### src/hdl/irc_pkg.sv
// ----------------------------------------------------------------------------
// irc_pkg
// shared types and constants for the raw ir pulse capture block
// ----------------------------------------------------------------------------
package irc_pkg;

  localparam int STORE_DEPTH   = 1024;
  localparam int INTERVAL_BITS = 16;
  localparam int IDX_W         = $clog2(STORE_DEPTH);
  localparam int CNT_W         = IDX_W + 1;
  localparam int TIME_W        = 32;
  localparam int KIND_W        = 2;
  localparam int CFG_IDX_W     = 2;
  localparam int CFG_DATA_W    = 32;
  localparam int QUEUE_DEPTH   = 2;
  localparam int QPTR_W        = $clog2(QUEUE_DEPTH);
  localparam int QCNT_W        = QPTR_W + 1;

  localparam logic [TIME_W-1:0] RAW_GAP_RESET   = TIME_W'(50000);
  localparam logic [TIME_W-1:0] BLANK_RESET     = TIME_W'(100000);
  localparam logic [CNT_W-1:0]  MIN_ENTRY_RESET = CNT_W'(8);

  typedef enum logic [2:0] {
    PH_START = 3'd0,
    PH_RECV  = 3'd1,
    PH_BLANK = 3'd2,
    PH_FINAL = 3'd3,
    PH_AVAIL = 3'd4
  } phase_t;

  typedef enum logic [1:0] {
    K_EDGE  = 2'd0,
    K_POLL  = 2'd1,
    K_CLEAR = 2'd2,
    K_READ  = 2'd3
  } kind_t;

  typedef enum logic [1:0] {
    VD_NONE     = 2'd0,
    VD_SHORT    = 2'd1,
    VD_OVERFLOW = 2'd2
  } verdict_t;

  typedef enum logic [CFG_IDX_W-1:0] {
    CFG_RAW_GAP     = 2'd0,
    CFG_BLANK       = 2'd1,
    CFG_MIN_ENTRIES = 2'd2
  } cfg_idx_t;

  typedef struct packed {
    logic                     frame_ready;
    phase_t                   phase;
    logic [CNT_W-1:0]         entry_count;
    verdict_t                 verdict;
    logic [INTERVAL_BITS-1:0] read_data;
  } result_t;

endpackage

### src/hdl/irc_back.sv
// ----------------------------------------------------------------------------
// irc_back
// output register driving the result channel
// ----------------------------------------------------------------------------
module irc_back (
  input  logic                                  clk,
  input  logic                                  rst_n,
  input  logic                                  q_valid,
  input  irc_pkg::result_t                      q_data,
  output logic                                  q_pop,
  output logic                                  out_valid,
  input  logic                                  out_stall,
  output logic                                  out_frame_ready,
  output logic [2:0]                            out_phase,
  output logic [irc_pkg::CNT_W-1:0]             out_entry_count,
  output logic [1:0]                            out_verdict,
  output logic [irc_pkg::INTERVAL_BITS-1:0]     out_read_data
);

  logic             out_valid_r, out_valid_nxt;
  irc_pkg::result_t out_data_r;

  assign q_pop         = q_valid && (!out_valid_r || !out_stall);
  assign out_valid_nxt = q_pop || (out_valid_r && out_stall);

  always_ff @(posedge clk) begin
    if (!rst_n) begin
      out_valid_r <= 1'b0;
    end else begin
      out_valid_r <= out_valid_nxt;
    end
  end

  always_ff @(posedge clk) begin
    if (q_pop) out_data_r <= q_data;
  end

  assign out_valid       = out_valid_r;
  assign out_frame_ready = out_data_r.frame_ready;
  assign out_phase       = out_data_r.phase;
  assign out_entry_count = out_data_r.entry_count;
  assign out_verdict     = out_data_r.verdict;
  assign out_read_data   = out_data_r.read_data;

endmodule

### config.mk
export PLATFORM = sky130hd
export DESIGN_NAME = irc_back
export DESIGN_NICKNAME = d
export VERILOG_FILES = /design/src/hdl/irc_pkg.sv /design/src/hdl/irc_back.sv
export SDC_FILE = /design/constraint.sdc
export NUM_CORES = 1
export LEC_CHECK = 0
export BUFFER_PORTS_ARGS = -buffer_cell sky130_fd_sc_hd__buf_2
export CELL_PAD_IN_SITES_DETAIL_PLACEMENT = 1
export CELL_PAD_IN_SITES_GLOBAL_PLACEMENT = 1
export CORE_MARGIN = 2
export CORE_UTILIZATION = 31
export DETAILED_ROUTE_END_ITERATION = 12
export GPL_TIMING_DRIVEN = 1
export PLACE_DENSITY_LB_ADDON = 0.1
export SLEW_MARGIN = 10
export SYNTH_ARGS = -nofsm -noshare
export SYNTH_HDL_FRONTEND = slang
export SYNTH_SLANG_ARGS = --single-unit
### constraint.sdc
create_clock -name clk -period 4.2 [get_ports clk]
set_input_delay 0.63 -clock clk [delete_from_list [all_inputs] [get_ports clk]]
set_output_delay 0.63 -clock clk [all_outputs]
set_load 0.01 [all_outputs]
Yosys cells after proc, flatten, opt, wreduce, memory -nomap -nowiden --
Cells that the tools add are included.
Storage, ports and cells: word-level logic and storage cells 12, output and inout bits 35, register bits after elaboration 34, input bits 37
Operators by class: reductions and logical operators 6
Operator list (count):
- $logic_and 1x1->1 | 2
- $logic_not 1->1 | 2
- $logic_or 1x1->1 | 2

Depth between registers and ports, before layout --
depth after elaboration 4, depth in mapped cells 2, depth with buffers taken out 2

Worst setup path before layout --
No wires, ideal clock.
path type input to output, start point input port q_valid, end point output port q_pop, data arrival time 3291 ps, stages 1, path slack 279 ps, path buffers 0, data required time 3570 ps, cells stage by stage a21boi_0
On the way: word-level cells in the longest chain between the ends 1
RTL lines:
- start: declaration | RTL line irc_back.sv:8 | input logic q_valid,
- $logic_and 1x1->1 | RTL line irc_back.sv:23 | assign q_pop = q_valid && (!out_valid_r || !out_stall);
- end: declaration | RTL line irc_back.sv:10 | output logic q_pop,
No other way between the ends.

Final worst setup path --
Ends and elaborated chain as after synthesis.

==> results.json <==
{
  "outcome": "finished, final reports clean",
  "core-area_mm2": 0.00310,
  "synth_top_area_share_pct": 96.2,
  "grt_usage_pct": 11.7,
  "cts_sinks": 34,
  "areaGrowthSynthToFinish_pct": 46.1,
  "placedCellCount": 153,
  "mostFrequentLayoutCell": "buf_2",
  "grt_max_degree": 35,
  "grt_pass1_vias": 645,
  "fin_crit_sh_pct": 50.1,
  "crit_type": "in -> out",
  "p_per_area_mw_per_mm2": 408,
  "die_w_um": 61.6,
  "setup_viol": 0,
  "totalPowerFinal_mw": 0.613,
  "grt_pass1_wl_um": 2910,
  "fillers": 355,
  "post-place-ws_ns": 2.09,
  "cts_tree": "done",
  "finalSetupTns_ns": 0,
  "holdCritPathClass": "in -> reg",
  "vias": 655,
  "cp-end-kind": "output port",
  "fin_skew_ns": 0.00385,
  "numCtsBuffers": 5,
  "gr-total-overflow": 0,
  "ys_ff_latch": 34,
  "root_buffer": "clkbuf_4",
  "maxSlewViolCount": 0,
  "syn_area_per_cell_um2": 27.8,
  "die_y_um": 61.6,
  "cts_setup_buffers": 0,
  "gp_congestion": 0.688,
  "startpoint_type": "input pin",
  "yosys.cell_types.count": 5,
  "drtIter0Drc": 8,
  "hold_viol_final": 0,
  "synth_fp_nets": 74,
  "synth_top_area_cell": "edfxtp_1",
  "leakagePower_nw": 0.651,
  "max_freq_mhz": 475,
  "wl_um": 2120,
  "die-area_mm2": 0.00380,
  "maxCapViolCount": 0,
  "ir_drop_mv": 0.195,
  "setup_slack_ns": 2.09,
  "layout_min_cycle_time_ns": 2.11,
  "holdWs_ns": 0.481,
  "multi_input_area_um2": 30.0,
  "clk_path_buf_depth": 2,
  "seq_area_mm2": 0.00101,
  "synth_area_leaders": "edfxtp_1 96%, dfxtp_1 1.9%, a21boi_0 0.73%, nor2b_1 0.61%, a21oi_1 0.49%",
  "rsz0062_at_grt": "false",
  "most-common-layout-cells": "71 x buf_2, 33 x edfxtp_1, 5 x clkbuf_4",
  "ant_nets": 0,
  "clock_latency_ns": 0.31,
  "synth_area_mm2": 0.00103,
  "hold_buffers": 0,
  "critical_path_required_ns": 3.57,
  "portBuffers": 71,
  "critPathMaxFanout": 34,
  "yosysWarningCount": 0,
  "io_pins": 72,
  "rows": 20,
  "diodes": 0,
  "critPathArrivalTime_ns": 1.48,
  "routed_via_density": 4.09,
  "wire_per_inst_um": 13.2,
  "layoutNonFillerInstCount": 160,
  "drive_above_1_share_pct": 67.2,
  "cts-resized-gates": 0,
  "synthCells": 37,
  "drt_first_pass_iters": 2,
  "synth-seq-area-share_pct": 98.2,
  "nNetsFinal": 153,
  "maxSlewHeadroom_pct": 72.3,
  "start_util_pct": 33.2,
  "tightest_slew_ns": 0.415,
  "drc": 0,
  "path_clk_slew_ns": 0.09,
  "antenna_found_initial": 0,
  "cts_max_level": 2
}
==> metal layers <==
metal | GRT usage [%] | vias up | wire [um]
li1 | - | 306 | -
met1 | 11.6 | 298 | 749
met2 | 19.4 | 44 | 1070
met3 | 5.25 | 7 | 255
met4 | 8.21 | 0 | 46
met5 | 0 | - | 0
==> worst max-delay path: stages <==
cell,delay (ns)
buf_2,0.09
a21boi_4,0.15
buf_4,0.39
buf_2,0.21
==> area by class of cell <==
cell class                 count  area share, %
sequential                    34           67.2
timing repair buffer          72           24.1
tap                           44           3.66
clock buffer                   7           3.00
multi-input combinational      3           2.00
==> flip-flops by register name, indices dropped and copies added (netlist names) <==
signal / count
out_frame_ready: 1
out_read_data: 16
out_valid: 1
out_verdict: 2
out_entry_count: 11
out_phase: 3
==> worst paths after layout <==
path                                 from                to  slack [ns]  cells after the start
worst min register to register  out_valid         out_valid        0.59                      2
worst max register to register  out_valid  out_read_data[2]        2.96                      2
worst max-delay path              q_valid             q_pop        2.09                      4
worst min-delay path            q_data[0]  out_read_data[0]        0.48                      1
==> stage by stage <==
stage / instance area (um^2) / utilization (%)
finish: 1500 / 48.5
detailed placement: 1460 / 47.0
CTS: 1500 / 48.5
global placement: 1460 / 47.0
floorplan: 1030 / -
global route: 1500 / 48.5
==> cell usage after synthesis <==
library cell,n
a21oi_1,1
nor2b_1,1
dfxtp_1,1
a21boi_0,1
edfxtp_1,33
==> kinds of logic (layout without fill, tap and decap cells) <==
family,after synthesis,in the layout,synth area share (%)
and+or+nand+nor,1,1,0.608
buffers and inverters,0,79,0
AOI/OAI and AO/OA,2,2,1.21
DFF,34,34,98.2
==> power breakdown <==
part	switching (mW)	internal (mW)	leakage, nW
combinational	0.0302	0.0263	0.298
clock	0.0933	0.0631	0.0254
sequential	0.00492	0.395	0.328
(Power assumes the default switching activity.)
