**src/hdl/irc_pkg.sv**
```systemverilog
// ----------------------------------------------------------------------------
// irc_pkg
// shared types and constants for the raw ir pulse capture block
// ----------------------------------------------------------------------------
package irc_pkg;

  localparam int STORE_DEPTH   = 1024;
  localparam int INTERVAL_BITS = 16;
  localparam int IDX_W         = $clog2(STORE_DEPTH);
  localparam int CNT_W         = IDX_W + 1;
  localparam int TIME_W        = 32;
  localparam int KIND_W        = 2;
  localparam int CFG_IDX_W     = 2;
  localparam int CFG_DATA_W    = 32;
  localparam int QUEUE_DEPTH   = 2;
  localparam int QPTR_W        = $clog2(QUEUE_DEPTH);
  localparam int QCNT_W        = QPTR_W + 1;

  localparam logic [TIME_W-1:0] RAW_GAP_RESET   = TIME_W'(50000);
  localparam logic [TIME_W-1:0] BLANK_RESET     = TIME_W'(100000);
  localparam logic [CNT_W-1:0]  MIN_ENTRY_RESET = CNT_W'(8);

  typedef enum logic [2:0] {
    PH_START = 3'd0,
    PH_RECV  = 3'd1,
    PH_BLANK = 3'd2,
    PH_FINAL = 3'd3,
    PH_AVAIL = 3'd4
  } phase_t;

  typedef enum logic [1:0] {
    K_EDGE  = 2'd0,
    K_POLL  = 2'd1,
    K_CLEAR = 2'd2,
    K_READ  = 2'd3
  } kind_t;

  typedef enum logic [1:0] {
    VD_NONE     = 2'd0,
    VD_SHORT    = 2'd1,
    VD_OVERFLOW = 2'd2
  } verdict_t;

  typedef enum logic [CFG_IDX_W-1:0] {
    CFG_RAW_GAP     = 2'd0,
    CFG_BLANK       = 2'd1,
    CFG_MIN_ENTRIES = 2'd2
  } cfg_idx_t;

  typedef struct packed {
    logic                     frame_ready;
    phase_t                   phase;
    logic [CNT_W-1:0]         entry_count;
    verdict_t                 verdict;
    logic [INTERVAL_BITS-1:0] read_data;
  } result_t;

endpackage

```
**src/hdl/irc_queue.sv**
```systemverilog
// ----------------------------------------------------------------------------
// irc_queue
// short result queue between the front and back parts
// ----------------------------------------------------------------------------
module irc_queue (
  input  logic             clk,
  input  logic             rst_n,
  input  logic             push_valid,
  input  irc_pkg::result_t push_data,
  output logic             full,
  output logic             pop_valid,
  input  logic             pop,
  output irc_pkg::result_t pop_data
);

  irc_pkg::result_t            slots [irc_pkg::QUEUE_DEPTH];
  logic [irc_pkg::QPTR_W-1:0]  wr_ptr_r, wr_ptr_nxt;
  logic [irc_pkg::QPTR_W-1:0]  rd_ptr_r, rd_ptr_nxt;
  logic [irc_pkg::QCNT_W-1:0]  cnt_r, cnt_nxt;
  logic                        do_push;
  logic                        do_pop;

  assign full      = cnt_r == irc_pkg::QCNT_W'(irc_pkg::QUEUE_DEPTH);
  assign pop_valid = cnt_r != '0;
  assign do_push   = push_valid && !full;
  assign do_pop    = pop && pop_valid;
  assign pop_data  = slots[rd_ptr_r];

  always_comb begin
    wr_ptr_nxt = wr_ptr_r;
    rd_ptr_nxt = rd_ptr_r;
    cnt_nxt    = cnt_r;
    if (do_push) wr_ptr_nxt = wr_ptr_r + irc_pkg::QPTR_W'(1);
    if (do_pop)  rd_ptr_nxt = rd_ptr_r + irc_pkg::QPTR_W'(1);
    if (do_push && !do_pop)      cnt_nxt = cnt_r + irc_pkg::QCNT_W'(1);
    else if (do_pop && !do_push) cnt_nxt = cnt_r - irc_pkg::QCNT_W'(1);
  end

  always_ff @(posedge clk) begin
    if (!rst_n) begin
      wr_ptr_r <= '0;
      rd_ptr_r <= '0;
      cnt_r    <= '0;
    end else begin
      wr_ptr_r <= wr_ptr_nxt;
      rd_ptr_r <= rd_ptr_nxt;
      cnt_r    <= cnt_nxt;
    end
  end

  always_ff @(posedge clk) begin
    if (do_push) slots[wr_ptr_r] <= push_data;
  end

endmodule

```
**config.mk**
```make
export PLATFORM = sky130hd
export DESIGN_NAME = irc_queue
export DESIGN_NICKNAME = d
export VERILOG_FILES = /design/src/hdl/irc_pkg.sv /design/src/hdl/irc_queue.sv
export SDC_FILE = /design/constraint.sdc
export NUM_CORES = 1
export LEC_CHECK = 0
export ABC_AREA = 1
export BUFFER_PORTS_ARGS = -buffer_cell sky130_fd_sc_hd__buf_4
export CORE_ASPECT_RATIO = 1.4
export CORE_MARGIN = 1.5
export CORE_UTILIZATION = 47
export DETAILED_ROUTE_END_ITERATION = 10
export PLACE_DENSITY = 0.75
export SKIP_LAST_GASP = 1
export SLEW_MARGIN = 20
export SYNTH_ARGS = -nofsm -noshare
export SYNTH_HDL_FRONTEND = slang
export SYNTH_SLANG_ARGS = --single-unit
```
**constraint.sdc**
```tcl
create_clock -name clk -period 2.42 [get_ports clk]
set_clock_uncertainty 0.05 [all_clocks]
set_input_delay 0.363 -clock clk [delete_from_list [all_inputs] [get_ports clk]]
set_output_delay 0.363 -clock clk [all_outputs]
set_load 0.05 [all_outputs]
```
* Word-level counts from Yosys, hierarchy flattened
Memories as Yosys holds them, arrays and structs flattened. A register that Yosys moved wholly into a read port is not among the register bits.
Index checks and enable logic that the tools add are counted.
** Operators by class
- Reduce and logical (&&, ||, !) cells :: 9
- Mux-type cells :: 6
- Add/subtract/negate cells :: 4
- Equal/unequal tests :: 1
** Operator list (number)
- $logic_and A1 B1 Y1 :: 4
- $mux W1 :: 4
- $mux W2 :: 2
- $reduce_bool A2 Y1 :: 2
- $logic_not A1 Y1 :: 3
- $add A1 B1 Y1 const B :: 2
- $add A2 B1 Y2 const B :: 1
- $eq A2 B2 Y1 const B :: 1
- $sub A2 B1 Y2 const B :: 1
** Storage, ports and cells
- Input bits :: 37
- Output and inout bits :: 35
- Bits in writable memories :: 66
- Memories :: 1
- Logic and storage cells :: 24
- Register bits after elaboration :: 4
** Memory list
- slots :: words 2, width 33, rd ports 1, clocked after Yosys merged registers in 1, wr ports 1, RTL line irc_queue.sv:16 : irc_pkg::result_t slots [irc_pkg::QUEUE_DEPTH];

* Logic depth before layout (Yosys ltp)
Gate-level depths: netlist of the first run.
- Word-level depth :: 7
- Gate-level depth with buffers :: 10
- Gate-level depth less buffers :: 10

* Worst setup path after synthesis of the first run
No wires, ideal clock.
- Path kind :: register -> register
- Start point :: register cnt_r[1] (netlist name)
- End point :: memory slots[1][0] (netlist name), enable pin
- Path buffers :: 0
- Stages on the path, launching flop included :: 4
- Required time :: 1947 ps
- Arrival :: 1886 ps
- Period minus slack after synthesis :: 2359 ps
- Library setup time :: 423 ps
- Setup slack :: 61 ps
- Path through :: dfxtp_1 inv_1 o21ai_2 nor2_1
** Between the ends
- Longest elaborated chain between the ends :: 5
** RTL lines
- from (decl) :: RTL line irc_queue.sv:19 : logic [irc_pkg::QCNT_W-1:0] cnt_r, cnt_nxt;
- from (signal assigned) :: RTL line irc_queue.sv:47 : cnt_r <= cnt_nxt;
- $eq A2 B2 Y1 :: RTL line irc_queue.sv:23 : assign full = cnt_r == irc_pkg::QCNT_W'(irc_pkg::QUEUE_DEPTH);
- $logic_not A1 Y1 :: RTL line irc_queue.sv:25 : assign do_push = push_valid && !full;
- $logic_and A1 B1 Y1 :: RTL line irc_queue.sv:25
- $mux W1 :: RTL line irc_queue.sv:52 : if (do_push) slots[wr_ptr_r] <= push_data;
- $mux W1 (not written as such) :: RTL line irc_queue.sv:52
- to (decl) :: RTL line irc_queue.sv:16
Every way passes these cells.

==> results of run 1 <==
metal layers:
metal	up-vias	part of all wire (%)	global-route usage, %	wire length [µm]
met5	-	0	0	0
met4	0	2.3	9.00	96
met3	10	4.8	3.60	200
met2	38	54	23.4	2280
met1	652	39	16.0	1630
li1	686	-	-	-
where the power goes:
part	total, mW	switching, mW	leakage, nW	internal (mW)
Clock	0.951	0.379	0.102	0.572
Sequential	1.62	0.0615	0.657	1.56
Combinational	1.57	0.999	0.678	0.574
final cells by class:
type,instances,area share [%]
clock buffer,11,3.66
clock inverter,5,2.02
multi-input combinational,57,17.1
inverter,8,0.837
tap,70,2.44
timing repair buffer,74,15.8
sequential,71,58.1
worst max path at each step:
stage,start,endpoint,cells after the start
4_1_cts,flip-flop,pop_data[12],3
2_1_floorplan,cnt_r[1],slots[1][0],3
3_3_place_gp,flip-flop,pop_data[16],3
5_1_grt,flip-flop,pop_data[16],3
3_5_place_dp,cnt_r[1],cnt_r[1],9
6_report,flip-flop,pop_data[12],3
kinds of logic after synthesis:
kind of cell / synth area share (%)
buffers and inverters: 3.64
flip-flops: 74.8
AND/OR/NAND/NOR: 2.56
AO/OA/AOI/OAI: 1.12
adder cells (fa/ha/maj): 0.450
multiplexers: 17.4
metrics by stage:
step,power [mW],hold WS (ns)
global placement,3.21,0.434
detailed placement,3.23,0.435
finish,4.14,0.167
global route,4.31,0.153
floorplan,2.87,0.412
CTS,4.19,0.151
worst max-delay path: cells and delay by family (launching register included):
family	cells	cell delay (ns)
muxes	1	0.37
buffers and inverters	2	0.43
DFF	1	0.34
sequential cells by signal (all words and copies together) (netlist names), named ones only:
name / count
rd_ptr_r: 1
wr_ptr_r: 1
cnt_r: 2
slots: 66
Yosys cell counts:
master,number,area share [%]
dfxtp_1,5,3.6
mux2_4,30,16
nand2_1,7,0.94
buf_6,1,0.40
ha_1,1,0.45
o21ai_0,2,0.36
o21a_1,1,0.27
a21oi_1,1,0.18
nand3_1,1,0.18
nor2_1,9,1.2
nand4_1,1,0.22
o21ai_2,1,0.31
inv_1,8,1.1
mux2_2,3,1.2
buf_12,3,2.2
edfxtp_1,66,71
==> impl_metrics.yaml, run 1 <==
floorplanning:
  die-width_um: 68.0
  design.core.area_um2: 5780
  die_h_um: 94.0
  num_rows: 33
  die_area_um2: 6400
  start_util_pct: 48.1
  ioPinCount: 72
clock_network:
  cts_setup_buffers: 0
  cts_hold_buf: 0
  h-tree-depth: 3
  cts_buffer_depth: 2
  clk_pin_slew_ns: 0.07
  clkLatencyLatePin_ns: 0.32
  cts_made_buffers: 9
  cts-resized-gates: 0
  cts_tree: "yes"
  root_buffer: "clkbuf_8"
  cts_sinks: 71
synth:
  synth_area_per_cell_um2: 19.9
  synth_nets: 178
  ys_seq_elements: 71
  syn-cell-area_um2: 2780
  ys_warn_count: 0
  yosysSeqAreaShare_pct: 74.8
  syn_inst: 140
  synthDistinctLibCells: 16
place:
  routabilityCongestion: 0.709
  dpl.hpwl_um: 2840
  place_ws_ns: 0.788
  placed_area_um2: 3380
  dp.cells: 280
  io_buffers: 71
setup_path:
  crit_chain: "buf_12 -> mux2_2 -> buf_4"
  reg2reg_depth: 9
  reg2reg_slack_ns: 0.76
  worst-setup-path-type: "reg -> out"
  cp_slowest_cell: "mux2_2"
  critPathLaunchType: "flip-flop"
  crit_path_end_kind: "output pin"
  r2r_start: "cnt_r[1]"
  max_stage_delay_ns: 0.37
  timing.rr.end: "cnt_r[1]"
  worstPathMaxFanout: 33
  crit_arrival_ns: 1.47
  cp.required_ns: 2.01
cells_and_area:
  layout-drive-gt1-share_pct: 54.4
  fin_area_um2: 3590
  layout_commonest_cell: "buf_4"
  area_growth_pct: 28.9
  instances_no_fill: 296
  fin_util_pct: 62.1
  nNetsFinal: 259
  nFillCells: 468
  register_area_um2: 2080
  antenna_cells: 0
  multiInputGateArea_um2: 614
  mostFrequentLayoutCells: "buf_4, edfxtp_1, mux2_4"
global_route:
  grt_max_degree: 34
  grtUsageTotal_pct: 14.2
  grt_first_pass_wirelength_um: 6340
  grt_pass1_vias: 1358
  antenna_found_initial: 0
  overflow: 0
run_status:
  status: "finished clean"
routing:
  wire_per_inst_um: 14.2
  drc: 0
  detail_route.first_pass.iterations: 4
  antenna_left: 0
  routed_wl_um: 4210
  viasPerCell: 4.68
  vias: 1386
  drt_iter0_markers: 59
timing:
  rsz0062_at_grt: "false"
  worst_pin_slew_ns: 0.439
  fin_tns_setup_ns: 0
  worst_slack_ns: 0.535
  max_slew_margin_pct: 70.7
  hold_viol: 0
  period_minus_slack_ns: 1.88
  slew_violations: 0
  finalSetupViolCount: 0
  fmax_mhz: 531
  fin_crit_sh_pct: 77.9
job:
  drv_cap: 0
pwr:
  vdd_ir_drop_max_mv: 0.957
  leakage_nw: 1.44
  powerDensity_nw_per_um2: 1150
hold_path:
  hp-start: "push_data[27]"
  min_to: "slots[0][27]"
  hold_class: "in -> reg"
  holdPathStages: 1
No activity file was read; power rests on OpenSTA's default activity.
==> run 2: changes to the inputs <==
--- a/config.mk
+++ b/config.mk
@@ -5,13 +5,13 @@
 export SDC_FILE = /design/constraint.sdc
 export NUM_CORES = 1
 export LEC_CHECK = 0
-export ABC_AREA = 1
+export ABC_AREA = 0
 export BUFFER_PORTS_ARGS = -buffer_cell sky130_fd_sc_hd__buf_4
 export CORE_ASPECT_RATIO = 1.4
 export CORE_MARGIN = 1.5
-export CORE_UTILIZATION = 47
+export CORE_UTILIZATION = 51
 export DETAILED_ROUTE_END_ITERATION = 10
-export PLACE_DENSITY = 0.75
+export PLACE_DENSITY = 0.78
 export SKIP_LAST_GASP = 1
 export SLEW_MARGIN = 20
 export SYNTH_ARGS = -nofsm -noshare
==> constraint.sdc (replaced) <==
create_clock -name clk -period 1.9 [get_ports clk]
set_clock_uncertainty 0.05 [all_clocks]
set_input_delay 0.285 -clock clk [delete_from_list [all_inputs] [get_ports clk]]
set_output_delay 0.285 -clock clk [all_outputs]
set_load 0.05 [all_outputs]
==> impl_metrics.yaml, run 2 <==
run_status:
  status: "finished clean"
synth:
  ys_seq_elements: 71
  syn_inst: 128
  yosys-top-cells-area: "edfxtp_1, mux2_2, dfxtp_1"
  ys_async_sr_fraction_pct: 0
  yosys.area.top_type: "edfxtp_1"
  synth_nets: 166
  synth_top_area_share_pct: 75.9
  synth_common_cells: "edfxtp_1, mux2_2, dfxtp_1"
  synth_area_per_cell_um2: 20.4
  ys_warn_count: 0
  synth_edf_count: 66
  synth_most_common_cell: "edfxtp_1"
  syn-cell-area_um2: 2610
  synthDistinctLibCells: 21
  yosysSeqAreaShare_pct: 79.8
  synthFlopType: "edfxtp_1"
timing:
  worst_pin_slew_ns: 0.267
  hold_viol: 0
  slew_violations: 0
  finalSetupViolCount: 0
  fmax_mhz: 554
  fin_crit_sh_pct: 95.0
  rsz0062_at_grt: "false"
  holdWs_ns: 0.0745
  worst_slack_ns: 0.0953
  period_minus_slack_ns: 1.80
  max_slew_margin_pct: 82.2
place:
  routabilityCongestion: 0.670
  placed_area_um2: 3280
  place_ws_ns: 0.333
  io_buffers: 71
  dpl.hpwl_um: 3080
cells_and_area:
  nFillCells: 343
  mostFrequentLayoutCells: "buf_4, edfxtp_1, mux2_2"
  nNetsFinal: 250
  layout-drive-gt1-share_pct: 59.0
  antenna_cells: 0
  fin_area_um2: 3460
  fin_util_pct: 70.9
  layout_commonest_cell: "buf_4"
  regMostFlops: "slots"
  area_growth_pct: 32.6
  reg.largest.list: "slots x66, cnt_r x2"
  largest_register_ffs: 66
hold_path:
  holdPathStages: 1
  hp-start: "push_data[5]"
  hold_class: "in -> reg"
  min_to: "slots[0][5]"
routing:
  routed_wl_um: 4480
  wire_per_inst_um: 16.0
  drc: 0
  antenna_left: 0
  viasPerCell: 5.03
  drt_iter0_markers: 47
  vias: 1413
  detail_route.first_pass.iterations: 4
setup_path:
  crit_arrival_ns: 1.47
  reg2reg_depth: 6
  worst-setup-path-type: "reg -> out"
  r2r_start: "cnt_r[1]"
  reg2reg_slack_ns: 0.31
  timing.rr.end: "cnt_r[1]"
  critPathLaunchType: "flip-flop"
  crit_path_end_kind: "output pin"
  cp.required_ns: 1.56
  worstPathMaxFanout: 14
pwr:
  powerDensity_nw_per_um2: 1520
  leakage_nw: 1.32
  vdd_ir_drop_max_mv: 1.08
clock_network:
  cts_buffer_depth: 2
  cts_made_buffers: 9
  clkLatencyLatePin_ns: 0.34
  cts_hold_buf: 0
  root_buffer: "clkbuf_8"
  cts_sinks: 71
  h-tree-depth: 3
  clk_pin_slew_ns: 0.07
  cts-resized-gates: 0
  cts_tree: "yes"
  cts_setup_buffers: 0
floorplanning:
  start_util_pct: 53.5
  die-width_um: 63.5
  ioPinCount: 72
  design.core.area_um2: 4880
  num_rows: 30
  die_area_um2: 5560
  die_h_um: 87.6
global_route:
  antenna_found_initial: 0
  grt_max_degree: 35
  grt_first_pass_wirelength_um: 7070
  grt_pass1_vias: 1537
  grtUsageTotal_pct: 17.7
  overflow: 0
job:
  drv_cap: 0
-- run 2: changes by cell type after synthesis, sizes merged, moves of 2 or more --
cell,previous run,this run
inv,8,2
xnor2,0,2
and2,0,3
a21boi,0,2
nand2,7,0
nor2,9,1
-- run 2: report_power, final --
group / internal [mW] / leakage (nW) / total [mW] / switching, mW
logic: 0.757 / 0.565 / 2.12 / 1.37
registers: 1.97 / 0.658 / 2.05 / 0.0810
clock network: 0.595 / 0.0945 / 1.10 / 0.501
total: 3.32 / 1.32 / 5.27 / 1.95
-- run 2: layout make-up --
class                           instances  area (µm²)  share of cell area, %
Tap cell                               64        80.1                   2.31
Multi-Input combinational cell         51         514                   14.9
Timing Repair Buffer                   77         591                   17.1
Clock buffer                           11         131                   3.80
Clock inverter                          5        48.8                   1.41
Sequential cell                        71        2080                   60.2
Inverter                                2        12.5                  0.362
-- run 2: how the worst max path moves through the flow --
stage	start	endpoint	depth (start not counted)	slack (ns)
6_report	flip-flop	pop_data[25]	3	0.1
3_3_place_gp	cnt_r[0]	cnt_r[1]	6	0.42
3_5_place_dp	cnt_r[1]	cnt_r[1]	6	0.33
4_1_cts	flip-flop	pop_data[25]	3	0.06
5_1_grt	flip-flop	pop_data[25]	3	0.00003
2_1_floorplan	cnt_r[0]	slots[0][0]	3	-0.002
-- run 2: metrics by stage --
step	std cells	TNS [ns]	power, mW
floorplan	128	-0.0794	3.60
global placement	265	0	4.16
detailed placement	265	0	4.22
CTS	281	0	5.34
global route	281	0	5.49
finish	281	0	5.27
-- run 2: kinds of logic after synthesis --
| logic type | count (synthesis) | share of synthesized area [%] |
|---|---|---|
| multiplexers | 33 | 14.2 |
| buffers and inverters | 6 | 1.05 |
| AO/OA/AOI/OAI | 5 | 1.25 |
| adder cells (fa/ha/maj) | 1 | 0.479 |
| flip-flops | 71 | 79.8 |
| AND/OR/NAND/NOR | 9 | 2.21 |
| XOR/XNOR | 3 | 1.01 |
-- run 2: per-layer routing --
layer	GRT usage, %	vias up	routed length (µm)
li1	-	662	-
met1	17.9	698	1530
met2	31.0	41	2600
met3	4.37	12	211
met4	14.6	0	139
met5	0	-	0
-- run 2: critical path, stage by stage, from the launching register on --
cell     delay [ns]
dfxtp_1        0.34
buf_4          0.23
mux2_2         0.37
buf_4          0.19
==> run 3: changes to the inputs <==
--- a/config.mk
+++ b/config.mk
@@ -7,7 +7,6 @@
 export LEC_CHECK = 0
 export ABC_AREA = 0
 export BUFFER_PORTS_ARGS = -buffer_cell sky130_fd_sc_hd__buf_4
-export CORE_ASPECT_RATIO = 1.4
 export CORE_MARGIN = 1.5
 export CORE_UTILIZATION = 51
 export DETAILED_ROUTE_END_ITERATION = 10
==> impl_metrics.yaml, run 3 (same netlist as run 2, synthesis figures left out) <==
cells_and_area:
  fin_area_um2: 3550
  nNetsFinal: 250
  layout-drive-gt1-share_pct: 60.8
  largest_register_ffs: 66
  layout_commonest_cell: "buf_4"
  nFillCells: 324
  instances_no_fill: 284
  antenna_cells: 0
  multiInputGateArea_um2: 514
  register_area_um2: 2090
  mostFrequentLayoutCells: "buf_4, edfxtp_1, mux2_2"
  reg.largest.list: "slots x66, cnt_r x2"
  area_growth_pct: 36.1
  regMostFlops: "slots"
routing:
  vias: 1430
  routed_wl_um: 4800
  drc: 0
  detail_route.first_pass.iterations: 4
  drt_iter0_markers: 90
  antenna_left: 0
  wire_per_inst_um: 16.9
  viasPerCell: 5.04
global_route:
  grtUsageTotal_pct: 18.7
  grt_first_pass_wirelength_um: 6930
  antenna_found_initial: 0
  grt_pass1_vias: 1452
  grt_max_degree: 21
  overflow: 0
place:
  dpl.hpwl_um: 3190
  routabilityCongestion: 0.678
  io_buffers: 71
  dp.cells: 267
  placed_area_um2: 3280
job:
  drv_cap: 0
setup_path:
  cp.required_ns: 1.56
  crit_chain: "buf_12 -> mux2_2 -> buf_4"
  crit_arrival_ns: 1.48
  critPathLaunchType: "flip-flop"
  crit_path_end_kind: "output pin"
  r2r_start: "cnt_r[1]"
  worstPathMaxFanout: 15
  worst-setup-path-type: "reg -> out"
  max_stage_delay_ns: 0.42
  cp_slowest_cell: "dfxtp_4"
floorplanning:
  die_area_um2: 5560
  start_util_pct: 54.2
  num_rows: 25
  design.core.area_um2: 4820
  die_h_um: 74.5
  ioPinCount: 72
  die-width_um: 74.5
clock_network:
  cts_buffer_depth: 2
  clk_pin_slew_ns: 0.07
  root_buffer: "clkbuf_8"
  cts_made_buffers: 9
  h-tree-depth: 3
  clkLatencyLatePin_ns: 0.33
  cts_setup_buffers: 0
  cts_sinks: 71
  cts_tree: "yes"
  cts-resized-gates: 3
  cts_hold_buf: 0
hold_path:
  hold_class: "in -> reg"
  hp-start: "push_data[19]"
run_status:
  status: "finished clean"
timing:
  max_slew_margin_pct: 81.3
  fmax_mhz: 550
  period_minus_slack_ns: 1.82
  rsz0062_at_grt: "false"
  slew_violations: 0
  holdWs_ns: 0.0741
  hold_viol: 0
  fin_crit_sh_pct: 95.7
  worst_pin_slew_ns: 0.280
  finalSetupViolCount: 0
pwr:
  powerDensity_nw_per_um2: 1590
  leakage_nw: 1.35
  power_mw: 5.66
  vdd_ir_drop_max_mv: 1.19
## run 3: metal layers
metal  share of wire [%]  up-vias  GRT usage (%)
li1                    -      661              -
met1                  37      702           20.4
met2                  54       56           32.0
met3                 5.5       11           4.61
met4                 2.6        0           12.7
met5                   0        -              0
## run 3: layout make-up
cell class                      count  area share [%]
Sequential cell                    71            58.8
Timing Repair Buffer               77            17.2
Multi-Input combinational cell     51            14.5
Clock buffer                        9            3.49
Clock inverter                      7            3.38
Tap cell                           67            2.36
Inverter                            2           0.352
## run 3: critical path, delay by kind of cell, from the launching register on
kind / cells / cell delay, ns
mux: 1 / 0.36
buf+inv: 2 / 0.36
flops: 1 / 0.42
## run 3: final timing paths
kind | endpoint | depth (start not counted) | slack (ns)
min reg2reg | flip-flop | 2 | 0.55
max | pop_data[22] | 3 | 0.08
max reg2reg | cnt_r[1] | 6 | 0.22
min | slots[0][19] | 1 | 0.07
## run 3: per-stage QoR
step	setup TNS [ns]	setup slack, ns	utilization, %
3_5_place_dp	0	0.220	68.0
6_report	0	0.0816	73.7
5_1_grt	0	0.0335	73.7
3_3_place_gp	0	0.363	68.0
4_1_cts	0	0.0545	73.7
2_1_floorplan	-0.0794	-0.00241	-
## run 3: report_power, final
group / switching [mW] / internal [mW] / leakage, nW
combinational: 1.37 / 0.790 / 0.570
sequential: 0.101 / 1.97 / 0.659
clock: 0.549 / 0.875 / 0.120
total: 2.02 / 3.64 / 1.35
